--- src/sv/qte_pkg.sv ---
`timescale 1ns / 1ps
package qte_pkg;

  localparam int CordicStages = 16;
  localparam int FracBits     = 14;
  localparam int VecW         = 36;   // CORDIC x/y datapath width
  localparam int AngW         = FracBits + 4;
  localparam int SqW          = 58;   // radicand width
  localparam int RootW        = 29;
  localparam int PitchLimit   = 11600;
  localparam int Atan2Limit   = 23100;

  // atan(2^-i) rounded at 14 fractional bits. The last stage's angle rounds to zero.
  function automatic logic [AngW-1:0] atan_tab(input int i);
    logic [AngW-1:0] r;
    r = '0;
    case (i)
      0:  r = AngW'(12868);
      1:  r = AngW'(7596);
      2:  r = AngW'(4014);
      3:  r = AngW'(2037);
      4:  r = AngW'(1023);
      5:  r = AngW'(512);
      6:  r = AngW'(256);
      7:  r = AngW'(128);
      8:  r = AngW'(64);
      9:  r = AngW'(32);
      10: r = AngW'(16);
      11: r = AngW'(8);
      12: r = AngW'(4);
      13: r = AngW'(2);
      14: r = AngW'(1);
      15: r = AngW'(0);
      default: r = '0;
    endcase
    return r;
  endfunction

  localparam logic [AngW-1:0] HalfPi = AngW'(25736);

  typedef struct packed {
    logic signed [VecW-1:0] x;
    logic signed [VecW-1:0] y;
    logic signed [AngW-1:0] z;
    logic                   zero;
  } cordic_t;

endpackage

--- src/sv/qte_cordic.sv ---
`timescale 1ns / 1ps
// Pipelined vectoring CORDIC, one stage per clock while en_i is high, with its own valid bits.
module qte_cordic
  import qte_pkg::*;
(
  input  logic                   clk_i,
  input  logic                   rst_ni,
  input  logic                   en_i,
  input  logic                   valid_i,
  input  logic signed [VecW-1:0] y_i,
  input  logic signed [VecW-1:0] x_i,
  output logic                   valid_o,
  output logic signed [AngW-1:0] angle_o
);

  cordic_t pre_d;
  cordic_t stg_q [CordicStages+1];
  logic    vld_q [CordicStages+1];

  always_comb begin
    pre_d.zero = (x_i == '0) && (y_i == '0);
    pre_d.x    = x_i;
    pre_d.y    = y_i;
    pre_d.z    = '0;
    if (x_i[VecW-1]) begin
      if (!y_i[VecW-1]) begin
        pre_d.x = y_i;
        pre_d.y = -x_i;
        pre_d.z = HalfPi;
      end else begin
        pre_d.x = -y_i;
        pre_d.y = x_i;
        pre_d.z = -HalfPi;
      end
    end
  end

  always_ff @(posedge clk_i or negedge rst_ni) begin
    if (!rst_ni) begin
      vld_q[0] <= 1'b0;
    end else if (en_i) begin
      vld_q[0] <= valid_i;
    end
  end

  always_ff @(posedge clk_i) begin
    if (en_i) begin
      stg_q[0] <= pre_d;
    end
  end

  for (genvar i = 0; i < CordicStages; i++) begin : g_stage
    cordic_t nxt;
    always_comb begin
      nxt = stg_q[i];
      if (!stg_q[i].y[VecW-1]) begin
        nxt.x = stg_q[i].x + (stg_q[i].y >>> i);
        nxt.y = stg_q[i].y - (stg_q[i].x >>> i);
        nxt.z = stg_q[i].z + atan_tab(i);
      end else begin
        nxt.x = stg_q[i].x - (stg_q[i].y >>> i);
        nxt.y = stg_q[i].y + (stg_q[i].x >>> i);
        nxt.z = stg_q[i].z - atan_tab(i);
      end
    end
    always_ff @(posedge clk_i or negedge rst_ni) begin
      if (!rst_ni) begin
        vld_q[i+1] <= 1'b0;
      end else if (en_i) begin
        vld_q[i+1] <= vld_q[i];
      end
    end
    always_ff @(posedge clk_i) begin
      if (en_i) begin
        stg_q[i+1] <= nxt;
      end
    end
  end

  assign valid_o = vld_q[CordicStages];
  assign angle_o = stg_q[CordicStages].zero ? '0 : stg_q[CordicStages].z;

endmodule

--- config.mk ---
export PLATFORM = sky130hd
export DESIGN_NAME = qte_cordic
export DESIGN_NICKNAME = d
export VERILOG_FILES = /design/src/sv/qte_pkg.sv /design/src/sv/qte_cordic.sv
export SDC_FILE = /design/constraint.sdc
export NUM_CORES = 2
export LEC_CHECK = 0
export BUFFER_PORTS_ARGS = -buffer_cell sky130_fd_sc_hd__clkbuf_2
export CAP_MARGIN = 5
export CORE_MARGIN = 1
export CORE_UTILIZATION = 50
export CTS_BUF_LIST = sky130_fd_sc_hd__clkbuf_8
export DETAILED_ROUTE_END_ITERATION = 8
export HOLD_SLACK_MARGIN = 0.05
export PLACE_DENSITY = 0.65
export SETUP_SLACK_MARGIN = 0.4
export SLEW_MARGIN = 20
export SYNTH_ARGS = -nofsm -noshare
export SYNTH_HDL_FRONTEND = slang
export SYNTH_SLANG_ARGS = --single-unit
--- constraint.sdc ---
create_clock -name clk_i -period 5.15 [get_ports clk_i]
set_input_delay 0.2575 -clock clk_i [delete_from_list [all_inputs] [get_ports clk_i]]
set_output_delay 0.2575 -clock clk_i [all_outputs]
set_load 0.01 [all_outputs]
After elaboration in Yosys (flattened, before gate mapping)
Memory sizes are Yosys's and may differ from the RTL's.
Cells that the tools add are included.
{"block": "word_totals", "register_bits": 17, "elab_cells": 137, "ramBits": 1547, "output_inout_bits": 19, "mem_count": 1}
{"memory": "stg_q", "words": 17, "width": 91, "read_ports": 17, "rd_clocked_by_memory_dff": 0, "wr": 17, "line": "qte_cordic.sv:17", "text": "cordic_t stg_q [CordicStages+1];"}
{"block": "op_classes", "n_mux": 21, "addsub": 95, "reduce_logical": 3}
{"op": "2-to-1 mux 90 bit", "n": 18}
{"op": "adder 36 x 21 -> 36 bit", "n": 2}
{"op": "adder 36 x 22 -> 36 bit", "n": 2}
{"op": "adder 36 x 23 -> 36 bit", "n": 2}
{"op": "adder 36 x 24 -> 36 bit", "n": 2}
{"op": "adder 36 x 25 -> 36 bit", "n": 2}
{"op": "adder 36 x 26 -> 36 bit", "n": 2}
{"op": "adder 36 x 27 -> 36 bit", "n": 2}
{"op": "adder 36 x 28 -> 36 bit", "n": 2}
{"op": "adder 36 x 29 -> 36 bit", "n": 2}
{"op": "adder 36 x 30 -> 36 bit", "n": 2}
{"op": "adder 36 x 31 -> 36 bit", "n": 2}
{"op": "adder 36 x 32 -> 36 bit", "n": 2}
{"op": "adder 36 x 33 -> 36 bit", "n": 2}
{"op": "adder 36 x 34 -> 36 bit", "n": 2}
{"op": "adder 36 x 35 -> 36 bit", "n": 2}
{"op": "zero test 36 bit", "n": 2}
{"op": "negation 36 bit", "n": 2}
{"op": "subtractor 36 x 21 -> 36 bit", "n": 2}
{"op": "subtractor 36 x 22 -> 36 bit", "n": 2}
{"op": "subtractor 36 x 23 -> 36 bit", "n": 2}
{"op": "subtractor 36 x 24 -> 36 bit", "n": 2}
{"op": "subtractor 36 x 25 -> 36 bit", "n": 2}
{"op": "subtractor 36 x 26 -> 36 bit", "n": 2}
{"op": "42 further kinds", "n": 55}

Depth between registers and ports, before layout
{"block": "depth", "depth_word": 3, "ltp_mapped": 22, "depth_no_buf": 22}

Least setup slack after synthesis
No wires, ideal clock.
{"block": "synth_timing", "kind": "reg2reg", "start": "mem stg_q[0][117] (netlist name)", "end": "mem stg_q[0][271] (netlist name), data pin", "t_required_ns": 4.885, "stages_incl_launch_ff": 22, "slack_ns": 0.470, "arrival_ns": 4.415, "setup_time_ns": 0.265, "period_less_slack_ns": 4.680, "cell_sequence": "edfxtp_1 or4_1 nor4_1 nand2_1 nor2_1 nand2_1 or4_1 nor4_1 nor2_1 xnor2_1 ha_1 clkbuf_1 a21o_1 a21o_1 a21oi_1 nor2b_1 o21a_1 o21ai_0 nand2b_1 a21oi_1 o21ai_0 xor2_1"}
{"item": "from (decl)", "line": "qte_cordic.sv:17"}

==> results.sh <==
export IMPL_status="complete, but fails checks"
export IMPL_violations="DRC"
export IMPL_synth_area_um2=112000
export IMPL_grt_antenna_before_repair=14
export IMPL_avgSynthCellArea_um2=9.29
export IMPL_place_ws_ns=0.0938
export IMPL_crit_path_max_incr_delay_ns=0.47
export IMPL_synth_top_family_by_area="compound AO/OA/AOI/OAI gates"
export IMPL_synth_compound_area_share_pct=19.4
export IMPL_fin_crit_sh_pct=90.2
export IMPL_max_freq_mhz=215
export IMPL_reg2reg_slack_ns=0.51
export IMPL_crit_path_top_delay_cell="edfxtp_1"
export IMPL_root_buffer="clkbuf_8"
export IMPL_yosys_area_share_simple_pct=14.5
export IMPL_dpl_hpwl_um=255000
export IMPL_hp_start="y_i[19]"
export IMPL_min_period_ns=4.64
export IMPL_viasPerCell=5.90
export IMPL_wl_um=326000
export IMPL_synthAdderAreaFrac_pct=14.2
export IMPL_synth_edf_count=1282
export IMPL_wire_per_inst_um=20.7
export IMPL_htreeDepth=4
export IMPL_synth_warnings=0
export IMPL_endpoint_kind="register"
export IMPL_slew_viol_final=0
export IMPL_finalHoldViolCount=0
export IMPL_insertion_delay_ns=1.05
export IMPL_fin_tns_setup_ns=0
export IMPL_synth_area_mux_share_pct=0.894
export IMPL_io_pins=95
export IMPL_setup_violations=0
export IMPL_skew_ns=0.0530
export IMPL_grt_max_degree=145
export IMPL_holdCritPathClass="in2reg"
export IMPL_nets=13900
export IMPL_core_area_um2=222000
export IMPL_grt_pass1_wl_um=502000
export IMPL_gp_congestion=0.958
export IMPL_worst_pin_slew_ns=1.04
export IMPL_synth_seq_cells=1299
export IMPL_syn_inst=12000
export IMPL_route_vias_total=93200
export IMPL_synth_ff_type="edfxtp_1"
export IMPL_die_h_um=475
export IMPL_critical_path_required_ns=6.02
export IMPL_drive_above_1_share_pct=8.47
export IMPL_syn_num_nets=13400
export IMPL_globalRouteTotalUtil_pct=28.1
export IMPL_synth_common_cells="a21oi_1, edfxtp_1, nor2_1, ha_1, xnor2_1"
export IMPL_crit_type="reg2reg"
export IMPL_synth_cell_type_count=86
export IMPL_yosysTopAreaCellShare_pct=34.5
export IMPL_io_buffers=94
export IMPL_grt_overflow_total=0
export IMPL_grt_pass1_vias=89900
export IMPL_cp_cell_sequence="inv_1 > ha_1 > nand2b_1 > o41ai_2 > xor2_1 > ha_1 > nand2_1 > nand2_1 > o41ai_2 > buf_4 > o31ai_4 > a41oi_2 > o21a_1 > nor3_1 > a311o_1 > a2111o_1 > a211o_1 > nand3_1"
export IMPL_final_cells=15800
export IMPL_worstPathArrival_ns=5.51
export IMPL_drt_antenna_violating_nets=0
export IMPL_synth_seq_area_share_pct=34.8
export IMPL_clock_sinks=1299
export IMPL_clkTransAtPathRegs_ns=0.07
export IMPL_fin_ws_ns=0.506
export IMPL_synthXorXnorAreaFrac_pct=13.3
export IMPL_yosysMostFrequentCell="a21oi_1"
export IMPL_crit_path_start_kind="register"
export IMPL_area_growth_pct=12.6
export IMPL_worst_path_max_fanout=5
export IMPL_drt_initial_drc_count=6747
export IMPL_synth_area_top_cells="edfxtp_1, ha_1, xnor2_1"
export IMPL_rsz0062_at_grt="yes"
export IMPL_reg2reg_from="stg_q[0][388]"
export IMPL_synth_async_reset_ratio_pct=1.31
export IMPL_relSlewSlack_pct=30.4
export IMPL_crit_start="stg_q[0][388]"
export IMPL_yosys_area_top_type="edfxtp_1"
export IMPL_die_area_um2=225000
export IMPL_drc=2
export IMPL_cts_buffer_depth=3
export IMPL_cap_violations=0
export IMPL_post_place_cells=15100
export IMPL_cts_tree="built"
export IMPL_start_util_pct=50.3
export IMPL_cts_buffers_inserted=224
export IMPL_die_w_um=475
export IMPL_firstDrtPassIters=9
export IMPL_row_count=173
-- worst max-delay path: cells and delay by family (launching register included) --
| kind | cells | cell delay (ns) |
|---|---|---|
| simple gates | 5 | 0.55 |
| flops | 1 | 0.47 |
| fa+ha+maj | 2 | 0.51 |
| compound gates | 8 | 2.25 |
| xor+xnor | 1 | 0.36 |
| buf+inv | 2 | 0.29 |
-- cells in the final DEF (no fill, tap or decap), types with 125 or more instances in the layout --
| cell type | n |
|---|---|
| o21bai_1 | 125 |
| nand2b_1 | 208 |
| nor2b_1 | 201 |
| nor2_1 | 1255 |
| dlygate4sd3_1 | 209 |
| ha_1 | 1191 |
| xnor2_1 | 1068 |
| o21a_1 | 169 |
| a21o_1 | 500 |
| nor3_1 | 278 |
| xor2_1 | 626 |
| buf_4 | 268 |
| nand2_1 | 559 |
| nand3_1 | 166 |
| clkbuf_8 | 224 |
| o21ai_0 | 568 |
| inv_1 | 669 |
| edfxtp_1 | 1282 |
| a21oi_1 | 1315 |
-- path summary, 6_finish.rpt --
check / endpoint / cells after the start
worst min register to register: stg_q[0][546] / 0
worst max-delay path: stg_q[0][543] / 18
min in group asynchronous: vld_q[10] / 3
worst max register to register: stg_q[0][543] / 18
worst min-delay path: stg_q[0][38] / 4
max in group asynchronous: vld_q[12] / 3
-- area by class of cell --
class | count | area (µm²)
clock buffers | 224 | 3080
multi-input cells | 9882 | 71200
diodes | 13 | 32.5
well taps | 2975 | 3720
clock inverters | 191 | 1580
flip-flops and latches | 1299 | 38900
repair buffers | 588 | 4940
inverters | 624 | 2340
fillers | 19700 | 96300
-- routing by layer --
| layer | GRT usage (%) | part of all wire (%) | up-vias |
|---|---|---|---|
| li1 | - | - | 45200 |
| met3 | 3.35 | 5.6 | 557 |
| met1 | 37.0 | 44 | 44900 |
| met5 | 0 | 0.0040 | - |
| met4 | 9.65 | 3.3 | 2 |
| met2 | 47.6 | 47 | 2636 |
-- registers in the layout, indices dropped and copies added, names as in the netlist --
register  cells
vld_q        16
stg_q      1282
valid_o       1
-- stage by stage --
step                hold WS, ns  utilization [%]  instance area [µm²]
floorplan               -0.0381                -               112000
global placement          0.196             52.6               117000
detailed placement        0.207             52.6               117000
CTS                       0.182             55.8               124000
global route              0.243             56.6               126000
finish                    0.269             56.6               126000
-- what timing repair did --
action / in CTS / in global routing
buffers inserted: 5 / 76
setup endpoints to repair: 68 / 169
pin swaps: 3 / 57
hold endpoints to repair: 313 / 0
gates resized for setup: 71 / 255
cloned: 0 / 0
hold buffers: 209 / 0
-- cell families after synthesis --
group | Yosys count
AO/OA/AOI/OAI | 3478
XOR/XNOR | 1696
adder cells (fa/ha/maj) | 1241
buffers and inverters | 852
flip-flops | 1299
multiplexers | 93
AND/OR/NAND/NOR | 3374
Power is not shown: default switching activity piles up to over one toggle a cycle in this logic, so the estimate is an artifact.
